===== src/sv/lsbgd_pkg.sv =====
package lsbgd_pkg;

  localparam int IndexBitsDef   = 16;
  localparam int CordicStepsDef = 24;
  localparam int CfgIdxW        = 8;
  localparam logic [23:0] InvGain = 24'd10188014;

  localparam logic [CfgIdxW-1:0] RegFreqStep  = 8'd0;
  localparam logic [CfgIdxW-1:0] RegBandRatio = 8'd1;
  localparam logic [CfgIdxW-1:0] RegMagScale  = 8'd2;
  localparam logic [CfgIdxW-1:0] RegDelayComp = 8'd3;

  typedef enum logic [4:0] {
    ST_IDLE, ST_FREQ, ST_BMUL, ST_BCMP, ST_CINIT, ST_CITER, ST_MAG, ST_DMUL, ST_UPD,
    ST_DIVF_GO, ST_DIVF_WT, ST_DIVM_GO, ST_DIVM_WT, ST_SMUL, ST_DIVG_GO, ST_DIVG_WT,
    ST_EMIT
  } state_e;

  typedef enum logic [1:0] {
    DIV_FREQ, DIV_MAG, DIV_GD
  } div_sel_e;

  typedef struct packed {
    logic     capture;
    logic     freq;
    logic     bmul;
    logic     band_open;
    logic     cinit;
    logic     citer;
    logic     mag;
    logic     dmul;
    logic     upd;
    logic     div_start;
    div_sel_e div_sel;
    logic     lat_f;
    logic     smul;
    logic     emit;
    logic     emit_last;
  } cmd_t;

  typedef struct packed {
    logic close;
    logic cord_done;
    logic div_busy;
    logic out_free;
    logic last;
  } sts_t;

  // atan(2^-i) in turns, Q0.32
  function automatic logic [31:0] atan_turn(input logic [4:0] i);
    logic [31:0] r;
    case (i)
      5'd0:  r = 32'h20000000;
      5'd1:  r = 32'h12E4051E;
      5'd2:  r = 32'h09FB385B;
      5'd3:  r = 32'h051111D4;
      5'd4:  r = 32'h028B0D43;
      5'd5:  r = 32'h0145D7E1;
      5'd6:  r = 32'h00A2F61E;
      5'd7:  r = 32'h00517C55;
      5'd8:  r = 32'h0028BE53;
      5'd9:  r = 32'h00145F2F;
      5'd10: r = 32'h000A2F98;
      5'd11: r = 32'h000517CC;
      5'd12: r = 32'h00028BE6;
      5'd13: r = 32'h000145F3;
      5'd14: r = 32'h0000A2FA;
      5'd15: r = 32'h0000517D;
      5'd16: r = 32'h000028BE;
      5'd17: r = 32'h0000145F;
      5'd18: r = 32'h00000A30;
      5'd19: r = 32'h00000518;
      5'd20: r = 32'h0000028C;
      5'd21: r = 32'h00000146;
      5'd22: r = 32'h000000A3;
      5'd23: r = 32'h00000051;
      5'd24: r = 32'h00000029;
      5'd25: r = 32'h00000014;
      5'd26: r = 32'h0000000A;
      5'd27: r = 32'h00000005;
      5'd28: r = 32'h00000003;
      5'd29: r = 32'h00000001;
      5'd30: r = 32'h00000001;
      default: r = 32'h00000000;
    endcase
    return r;
  endfunction

endpackage


===== src/sv/lsbgd_ctrl.sv =====
module lsbgd_ctrl (
  input  logic          clk_i,
  input  logic          rst_ni,
  input  logic          in_valid_i,
  input  logic          finite_i,
  input  logic          last_bin_i,
  output logic          in_stall_o,
  input  lsbgd_pkg::sts_t sts_i,
  output lsbgd_pkg::cmd_t cmd_o
);
  import lsbgd_pkg::*;

  state_e state_q, state_d;
  logic   flush_q, flush_d;

  always_comb begin
    state_d = state_q;
    flush_d = flush_q;
    case (state_q)
      ST_IDLE: begin
        if (in_valid_i) begin
          if (finite_i) begin
            state_d = ST_FREQ;
          end else if (last_bin_i) begin
            state_d = ST_DIVF_GO;
            flush_d = 1'b1;
          end
        end
      end
      ST_FREQ:  state_d = ST_BMUL;
      ST_BMUL:  state_d = ST_BCMP;
      ST_BCMP: begin
        if (sts_i.close) begin
          state_d = ST_DIVF_GO;
          flush_d = 1'b0;
        end else begin
          state_d = ST_CINIT;
        end
      end
      ST_CINIT: state_d = ST_CITER;
      ST_CITER: begin
        if (sts_i.cord_done) begin
          state_d = ST_MAG;
        end
      end
      ST_MAG:   state_d = ST_DMUL;
      ST_DMUL:  state_d = ST_UPD;
      ST_UPD: begin
        if (sts_i.last) begin
          state_d = ST_DIVF_GO;
          flush_d = 1'b1;
        end else begin
          state_d = ST_IDLE;
        end
      end
      ST_DIVF_GO: state_d = ST_DIVF_WT;
      ST_DIVF_WT: begin
        if (!sts_i.div_busy) begin
          state_d = ST_DIVM_GO;
        end
      end
      ST_DIVM_GO: state_d = ST_DIVM_WT;
      ST_DIVM_WT: begin
        if (!sts_i.div_busy) begin
          state_d = ST_SMUL;
        end
      end
      ST_SMUL:    state_d = ST_DIVG_GO;
      ST_DIVG_GO: state_d = ST_DIVG_WT;
      ST_DIVG_WT: begin
        if (!sts_i.div_busy) begin
          state_d = ST_EMIT;
        end
      end
      ST_EMIT: begin
        if (sts_i.out_free) begin
          state_d = flush_q ? ST_IDLE : ST_CINIT;
        end
      end
      default: state_d = ST_IDLE;
    endcase
  end

  always_comb begin
    cmd_o         = '0;
    cmd_o.div_sel = DIV_FREQ;
    in_stall_o    = (state_q != ST_IDLE);
    case (state_q)
      ST_IDLE:    cmd_o.capture = in_valid_i;
      ST_FREQ:    cmd_o.freq = 1'b1;
      ST_BMUL:    cmd_o.bmul = 1'b1;
      ST_BCMP:    cmd_o.band_open = !sts_i.close;
      ST_CINIT:   cmd_o.cinit = 1'b1;
      ST_CITER:   cmd_o.citer = 1'b1;
      ST_MAG:     cmd_o.mag = 1'b1;
      ST_DMUL:    cmd_o.dmul = 1'b1;
      ST_UPD:     cmd_o.upd = 1'b1;
      ST_DIVF_GO: begin
        cmd_o.div_start = 1'b1;
        cmd_o.div_sel   = DIV_FREQ;
      end
      ST_DIVM_GO: begin
        cmd_o.div_start = 1'b1;
        cmd_o.div_sel   = DIV_MAG;
        cmd_o.lat_f     = 1'b1;
      end
      ST_SMUL:    cmd_o.smul = 1'b1;
      ST_DIVG_GO: begin
        cmd_o.div_start = 1'b1;
        cmd_o.div_sel   = DIV_GD;
      end
      ST_EMIT: begin
        cmd_o.emit      = sts_i.out_free;
        cmd_o.emit_last = flush_q;
      end
      default: ;
    endcase
  end

  always_ff @(posedge clk_i or negedge rst_ni) begin
    if (!rst_ni) begin
      state_q <= ST_IDLE;
      flush_q <= 1'b0;
    end else begin
      state_q <= state_d;
      flush_q <= flush_d;
    end
  end

`ifndef SYNTHESIS
  a_div_idle: assert property (@(posedge clk_i) disable iff (!rst_ni)
    cmd_o.div_start |-> !sts_i.div_busy) else $error("divider restarted while busy");
  a_emit_free: assert property (@(posedge clk_i) disable iff (!rst_ni)
    cmd_o.emit |-> sts_i.out_free) else $error("result loaded over pending result");
  a_busy_cause: assert property (@(posedge clk_i) disable iff (!rst_ni)
    $rose(sts_i.div_busy) |-> $past(cmd_o.div_start)) else $error("divider ran unasked");
`endif
endmodule


===== config.mk =====
export PLATFORM = sky130hd
export DESIGN_NAME = lsbgd_ctrl
export DESIGN_NICKNAME = d
export VERILOG_FILES = /design/src/sv/lsbgd_pkg.sv /design/src/sv/lsbgd_ctrl.sv
export SDC_FILE = /design/constraint.sdc
export NUM_CORES = 1
export LEC_CHECK = 0
export ABC_CLOCK_PERIOD_IN_PS = 1700
export BUFFER_PORTS_ARGS = -buffer_cell sky130_fd_sc_hd__buf_4
export CAP_MARGIN = 30
export CORE_AREA = 5 5 46 48
export DETAILED_ROUTE_END_ITERATION = 10
export DIE_AREA = 0 0 51 53
export HOLD_SLACK_MARGIN = 0.03
export PLACE_DENSITY_LB_ADDON = 0.25
export SLEW_MARGIN = 20
export SYNTH_ARGS = -nofsm -noshare
export SYNTH_HDL_FRONTEND = slang
export SYNTH_SLANG_ARGS = --single-unit
export TNS_END_PERCENT = 30

===== constraint.sdc =====
create_clock -name clk_i -period 1.7 [get_ports clk_i]
set_input_delay 0.255 -clock clk_i [delete_from_list [all_inputs] [get_ports clk_i]]
set_output_delay 0.255 -clock clk_i [all_outputs]
set_load 0.02 [all_outputs]

==> results of run 1 <==
[layout make-up]
type	count	area share (%)
Tap cell	17	1.67
Timing Repair Buffer	58	41.7
Clock buffer	3	1.77
Sequential cell	6	12.0
Inverter	2	0.589
Multi-Input combinational cell	67	42.2
[timing repair]
item | in CTS | in global routing
endpoints found under the setup margin | 12 | 23
gates resized for setup | 16 | 28
cloned | 1 | 0
hold endpoints to repair | 6 | 0
pin swaps | 7 | 8
hold buffers | 1 | 0
buffers inserted | 9 | 3
[critical path, delay by kind of cell, from the launching register on]
kind            cells  cell delay (ns)
simple gates        1             0.14
buf+inv             3             0.43
flops               1             0.42
compound gates      3             0.54
xor+xnor            1             0.13
[synthesized netlist by cell type, types with 2 or more instances]
| cell | count | area [sq um] |
|---|---|---|
| buf_4 | 3 | 22.5 |
| nand2_1 | 6 | 22.5 |
| inv_1 | 2 | 7.51 |
| nor2_1 | 11 | 41.3 |
| nor4_1 | 2 | 12.5 |
| nand2b_1 | 4 | 25.0 |
| o21ai_0 | 7 | 35.0 |
| and3_1 | 3 | 18.8 |
| nand3b_1 | 2 | 15.0 |
| dfrtp_1 | 6 | 150 |
| nor3_1 | 6 | 30.0 |
| o31ai_1 | 2 | 15.0 |
| buf_2 | 4 | 20.0 |
| a31oi_1 | 2 | 12.5 |
[how the worst max path moves through the flow]
| stage | depth (start not counted) | start | endpoint |
|---|---|---|---|
| global route | 8 | state_q[2] | state_q[1] |
| CTS | 4 | state_q[2] | state_q[2] |
| detailed placement | 4 | state_q[2] | state_q[2] |
| global placement | 4 | state_q[2] | state_q[2] |
| finish | 8 | state_q[2] | state_q[1] |
| floorplan | 5 | state_q[3] | state_q[2] |
[state kept, by name, indices dropped and copies added (netlist names)]
signal	cells
flush_q	1
state_q	5
[routing by layer]
| metal | vias to the layer above | track usage (%) |
|---|---|---|
| met5 | - | 0 |
| met4 | 0 | 6.28 |
| li1 | 416 | - |
| met3 | 12 | 3.10 |
| met2 | 38 | 34.1 |
| met1 | 422 | 21.6 |
[cells by family (layout without fill, tap and decap cells)]
kind of cell,count (synthesis),count (layout),share of synthesized area [%]
compound gates,20,20,21.0
simple gates,44,44,41.0
flops,6,6,23.1
xor+xnor,1,1,1.35
buf+inv,10,63,9.44
mux,2,2,4.05
[power by group through the flow]
| stage | clock network [uW] | registers, uW | logic [uW] |
|---|---|---|---|
| floorplan | 0 | 234 | 959 |
| global placement | 0 | 308 | 1390 |
| detailed placement | 0 | 315 | 1410 |
| CTS | 132 | 327 | 1720 |
| global route | 145 | 332 | 2190 |
| finish | 135 | 327 | 2070 |
[metrics by stage]
step	area [sq um]	std cells	util (%)	setup slack, ns
after floorplan	649	83	-	-0.103
after global placement	967	137	57.9	0.00652
after detailed placement	967	137	57.9	-0.0245
after CTS	1160	150	69.4	-0.0480
after global routing	1270	153	76.3	-0.173
final	1270	153	76.3	-0.107
==> results.toml, run 1 <==
[power_and_ir_drop]
switching_share_pct = 45.9
p_int_uw = 1370
switchingPower_uw = 1160
combinationalPowerShare_pct = 81.7
seqPwrFrac_pct = 12.9
power.share.clock_pct = 5.3
p_total_uw = 2530
leakage_uw = 0.000581
ir_drop_mv = 1.03
powerDensity_nw_per_um2 = 1990

[worst_setup_path]
cpPeakStageDelay_ns = 0.42
startpoint_type = "register"
end_kind = "register"
r2r-end = "state_q[1]"
required_ns = 1.81
worstReg2RegStart = "state_q[2]"
path_cells = "buf_12, buf_6, xor2_1, o2111ai_1, buf_4, nand4_4, o21ai_1, o31ai_1"
critPathKind = "reg -> reg"
crit_slowest_cell = "dfrtp_1"
cp.arrival_ns = 1.92
critical_path.max_fanout = 5
reg2reg_depth = 8
r2r_slack_ns = -0.11

[route]
via_per_inst = 5.80
drt-met1-wl_mm = 1.00
drt.antenna.violating_nets = 0
drtPass1Iterations = 4
met2_length_mm = 1.51
wl_mm = 2.78
drtIter0Drc = 23
top_layer = "met4"
drc = 0
wl_met3_microns = 190
vias = 888
wl_per_cell_microns = 18.2

[clocking]
cts_tree = "done"
clockBufferDepth = 2
clk_pin_slew_worst_paths_ns = 0.05
clock_latency_ns = 0.25
cts-root-buf = "clkbuf_4"
cts_buffers = 3
cts_sinks = 6
htreeDepth = 1

[timing]
finClkSkew_ns = 0.00151
setup_viol = 16
worst_pin_slew_ns = 0.298
setup_tns_ns = -0.651
finalHoldViolCount = 0
rsz0062_at_grt = "yes"
holdWs_ns = 0.262
fin_crit_sh_pct = 106
fmax_mhz = 553
fin_ws_ns = -0.107
slew_violations = 0
relSlewSlack_pct = 80.1
period_needed_ns = 1.81

[die]
dieHeight_microns = 53
die_x_microns = 51
floorplan.initialDensity_pct = 38.9
die_area_sq_um = 2700
ios = 27
fp-row-count = 15
coreArea_sq_um = 1670

[logic_synthesis]
synth_warnings = 0
synth_edf_count = 0
ys_types = 37
syn_inst = 83
ys_seq_area_share_pct = 23.1
syn-cell-area_sq_um = 649
ys_seq_elements = 6
syn_avg_cell_area_sq_um = 7.82
synthArstFlopShare_pct = 100
yosys_most_used_dff = "dfrtp_1"
syn_nets = 93

[hold_path]
hold_depth = 2
hold_class = "in -> reg"
hold_end = "flush_q"
timing.hold.worst.start = "sts_i[0]"

[job]
drv_cap = 0

[final_layout]
seqCellArea_sq_um = 153
final_cell_mix = "buf_4, buf_6, nor2_2"
final_common_cell = "buf_4"
multi_input_area_sq_um = 538
final_nets = 148
antenna_cells = 0
fillers = 108
drive_gt1_share_pct = 64.0
flow.area_growth_from_synthesis_pct = 96.1

[global_routing]
grt_pass1_vias = 844
grt_pass1_wl_mm = 3.85
globalRouteTotalUtil_pct = 18.6
antenna_found_initial = 0
grt_overflow = 0
grt_max_degree = 11

[outcome]
status = "complete, but fails checks"
failed_checks = "setup timing"

[placed_design]
gp_congestion = 0.826
portBuffers = 26
dpl.hpwl_mm = 1.51
Note: power is estimated with default switching activity, not from simulation.
==> inputs of run 2 (changes only) <==
Settings changed: RECOVER_POWER set to 25.
==> results.toml, run 2 (synthesized netlist as in run 1, its figures left out) <==
[power_and_ir_drop]
combinationalPowerShare_pct = 81.7
switchingPower_uw = 1160
p_int_uw = 1370
power.share.clock_pct = 5.4
powerDensity_nw_per_um2 = 1990
leakage_uw = 0.000578
ir_drop_mv = 1.03
seqPwrFrac_pct = 13.0
p_total_uw = 2530
switching_share_pct = 45.9

[route]
drtIter0Drc = 26
drtPass1Iterations = 4
wl_mm = 2.77
via_per_inst = 5.81
vias = 889
drt.antenna.violating_nets = 0
drc = 0
wl_per_cell_microns = 18.1

[global_routing]
grt_max_degree = 11
grt_pass1_wl_mm = 3.85
grt_overflow = 0
globalRouteTotalUtil_pct = 18.6
antenna_found_initial = 0
grt_pass1_vias = 844

[final_layout]
multi_input_area_sq_um = 538
final_cell_mix = "buf_4, buf_6, nor2_2"
final_common_cell = "buf_4"
antenna_cells = 0
seqCellArea_sq_um = 153
final_nets = 148
drive_gt1_share_pct = 63.2
largest_reg_flops = 5
flow.area_growth_from_synthesis_pct = 95.6
fillers = 107
top_regs = "state_q (5), flush_q (1)"
fin_util_pct = 76.0
top_register = "state_q"
fin_cells = 153

[clocking]
htreeDepth = 1
cts_tree = "done"
cts_sinks = 6
clock_latency_ns = 0.25
clk_pin_slew_worst_paths_ns = 0.05
cts_buffers = 3
cts-root-buf = "clkbuf_4"
clockBufferDepth = 2

[timing]
fin_ws_ns = -0.106
fin_crit_sh_pct = 106
rsz0062_at_grt = "yes"
relSlewSlack_pct = 78.9
fmax_mhz = 554
slew_violations = 0
period_needed_ns = 1.81
holdWs_ns = 0.262
finalHoldViolCount = 0
setup_viol = 16
worst_pin_slew_ns = 0.317
finClkSkew_ns = 0.00149

[worst_setup_path]
required_ns = 1.81
startpoint_type = "register"
critical_path.max_fanout = 5
cp.arrival_ns = 1.92
critPathKind = "reg -> reg"
end_kind = "register"
r2r_slack_ns = -0.11

[outcome]
status = "complete, but fails checks"
failed_checks = "setup timing"

[placed_design]
portBuffers = 26
gp_congestion = 0.826
dpl.cell_count = 137
dpl.hpwl_mm = 1.51

[die]
die_area_sq_um = 2700
coreArea_sq_um = 1670
die_x_microns = 51
dieHeight_microns = 53
floorplan.initialDensity_pct = 38.9
fp-row-count = 15
ios = 27

[job]
drv_cap = 0

[hold_path]
hold_class = "in -> reg"
run 2: per-stage QoR:
| step | cell area [sq um] | setup TNS, ns | setup slack (ns) |
|---|---|---|---|
| finish | 1270 | -0.637 | -0.106 |
| global placement | 967 | 0 | 0.00652 |
| floorplan | 649 | -0.240 | -0.103 |
| global route | 1270 | -1.65 | -0.173 |
| CTS | 1160 | -0.308 | -0.0480 |
| detailed placement | 967 | -0.0245 | -0.0245 |
run 2: repair_timing:
action	CTS	global route
endpoints found under the hold margin	6	0
pin swaps	7	8
cloned	1	0
setup endpoints to repair	12	23
hold buffers	1	0
resized for setup	16	28
setup buffers	9	3
run 2: worst paths after layout:
kind / start / cells after the start / end
setup / recovery: state_q[2] / 8 / state_q[1]
hold / removal: sts_i[0] / 2 / flush_q
setup reg to reg: state_q[2] / 8 / state_q[1]
hold reg to reg: flush_q / 1 / flush_q
max in group asynchronous: rst_ni / 2 / state_q[1]
min in group asynchronous: rst_ni / 2 / state_q[3]
run 2: critical path: stages (launching register included):
cell and delay (ns):
dfrtp_1 0.42, buf_12 0.15, buf_6 0.11, xor2_1 0.13, o2111ai_1 0.18, buf_4 0.16
nand4_4 0.14, o21ai_1 0.23, o31ai_1 0.13
run 2: power by group through the flow:
| stage | Combinational (uW) | Clock (uW) | Sequential, uW |
|---|---|---|---|
| 5_1_grt | 2190 | 145 | 331 |
| 6_report | 2060 | 136 | 327 |
| 2_1_floorplan | 959 | 0 | 234 |
| 3_3_place_gp | 1390 | 0 | 308 |
| 3_5_place_dp | 1410 | 0 | 315 |
| 4_1_cts | 1720 | 132 | 327 |
run 2: metal layers:
layer	up-vias	GRT usage [%]	part of all wire [%]
met5	-	0	0
met4	0	6.28	2.9
met3	12	3.10	5.5
met2	36	34.1	55
met1	426	21.6	37
li1	415	-	-
run 2: layout make-up:
cell class	count	share of cell area (%)
Clock buffer	3	1.77
Multi-Input combinational cell	67	42.4
Tap cell	17	1.67
Inverter	2	0.591
Sequential cell	6	12.0
Timing Repair Buffer	58	41.6
==> inputs of run 3 (changes only) <==
Settings changed: SKIP_CTS_REPAIR_TIMING set to 1.
==> results.toml, run 3 (synthesized netlist as in run 1, its figures left out) <==
[outcome]
status = "complete, but fails checks"
failed_checks = "setup timing"

[clocking]
cts-root-buf = "clkbuf_4"
cts_buffers = 3
htreeDepth = 1
clock_latency_ns = 0.24
clockBufferDepth = 2
cts_sinks = 6
cts_tree = "done"
clk_pin_slew_worst_paths_ns = 0.05

[die]
floorplan.initialDensity_pct = 38.9
ios = 27
die_area_sq_um = 2700
dieHeight_microns = 53
coreArea_sq_um = 1670
fp-row-count = 15
die_x_microns = 51

[final_layout]
drive_gt1_share_pct = 60.7
top_regs = "state_q (5), flush_q (1)"
fin_util_pct = 75.5
top_register = "state_q"
fin_cells = 157
final_nets = 152
antenna_cells = 0
final_common_cell = "buf_4"
flow.area_growth_from_synthesis_pct = 94.2
final_cell_mix = "buf_4, buf_6, nor2_1"
largest_reg_flops = 5

[timing]
worst_pin_slew_ns = 0.370
holdWs_ns = 0.265
rsz0062_at_grt = "yes"
fin_ws_ns = -0.148
finalHoldViolCount = 0
slew_violations = 0
setup_tns_ns = -0.986
period_needed_ns = 1.85
fin_crit_sh_pct = 109
finClkSkew_ns = 0.00284
setup_viol = 14
fmax_mhz = 541
relSlewSlack_pct = 75.1

[placed_design]
portBuffers = 26
gp_congestion = 0.826
dpl.cell_count = 137
dpl.hpwl_mm = 1.51
post-place-ws_ns = -0.0245

[power_and_ir_drop]
combinationalPowerShare_pct = 80.8
switchingPower_uw = 1080
power.share.clock_pct = 5.4
switching_share_pct = 44.1
leakage_uw = 0.000575
p_int_uw = 1370
powerDensity_nw_per_um2 = 1950
ir_drop_mv = 1.20
seqPwrFrac_pct = 13.9

[global_routing]
grt_pass1_wl_mm = 3.28
globalRouteTotalUtil_pct = 15.5
grt_max_degree = 21
grt_pass1_vias = 740
grt_overflow = 0
antenna_found_initial = 0

[worst_setup_path]
critPathKind = "reg -> out"
startpoint_type = "register"
cp.arrival_ns = 1.59
critical_path.max_fanout = 4
required_ns = 1.44
end_kind = "output port"

[route]
drtIter0Drc = 23
vias = 897
via_per_inst = 5.71
drt.antenna.violating_nets = 0
drtPass1Iterations = 4
wl_mm = 2.64
wl_per_cell_microns = 16.8
drc = 0

[hold_path]
hold_class = "in -> reg"

[job]
drv_cap = 0
-- run 3: cell types whose count changed in the layout (fill, tap and decap cells not counted), sizes merged --
cell	previous run	this run
bufbuf	1	0
clkbuf	4	6
buf	55	58
-- run 3: power by group through the flow --
stage | Clock (uW) | Combinational, uW | Sequential (uW)
floorplan | 0 | 959 | 234
global route | 147 | 2100 | 347
finish | 132 | 1990 | 341
detailed placement | 0 | 1410 | 315
CTS | 132 | 1410 | 316
global placement | 0 | 1390 | 308
-- run 3: through the flow --
stage          cell area, sq um  power, uW
2_1_floorplan               649       1190
3_3_place_gp                967       1690
3_5_place_dp                967       1720
4_1_cts                     990       1860
5_1_grt                    1260       2600
6_report                   1260       2460
-- run 3: critical path, cell delays in order, from the launching register on --
cell,delay [ns]
dfrtp_2,0.43
buf_12,0.15
or3_4,0.33
buf_6,0.13
nor3_2,0.15
buf_4,0.16
-- run 3: cell type report --
class / count / area, sq um
clock buffer: 3 / 22.5
inverter: 2 / 7.51
sequential: 6 / 154
timing repair buffer: 62 / 549
fill: 109 / 409
multi-input combinational: 67 / 507
tap: 17 / 21.3
-- run 3: final timing paths --
| check | startpoint | endpoint | slack, ns | depth (start not counted) |
|---|---|---|---|---|
| hold / removal | sts_i[0] | flush_q | 0.27 | 2 |
| max in group asynchronous | rst_ni | state_q[1] | 1.01 | 2 |
| min in group asynchronous | rst_ni | state_q[3] | 0.42 | 2 |
| setup / recovery | state_q[2] | cmd_o[12] | -0.15 | 5 |
| setup reg to reg | state_q[2] | state_q[3] | -0.12 | 9 |
| hold reg to reg | flush_q | flush_q | 0.55 | 1 |
-- run 3: layer usage --
metal | GRT usage (%) | part of all wire (%) | wire length (microns) | vias up
met4 | 4.04 | 1.2 | 32 | 0
met1 | 19.3 | 39 | 1030 | 439
li1 | - | - | - | 421
met2 | 27.3 | 56 | 1470 | 33
met3 | 2.54 | 4.4 | 117 | 4
met5 | 0 | 0 | 0 | -
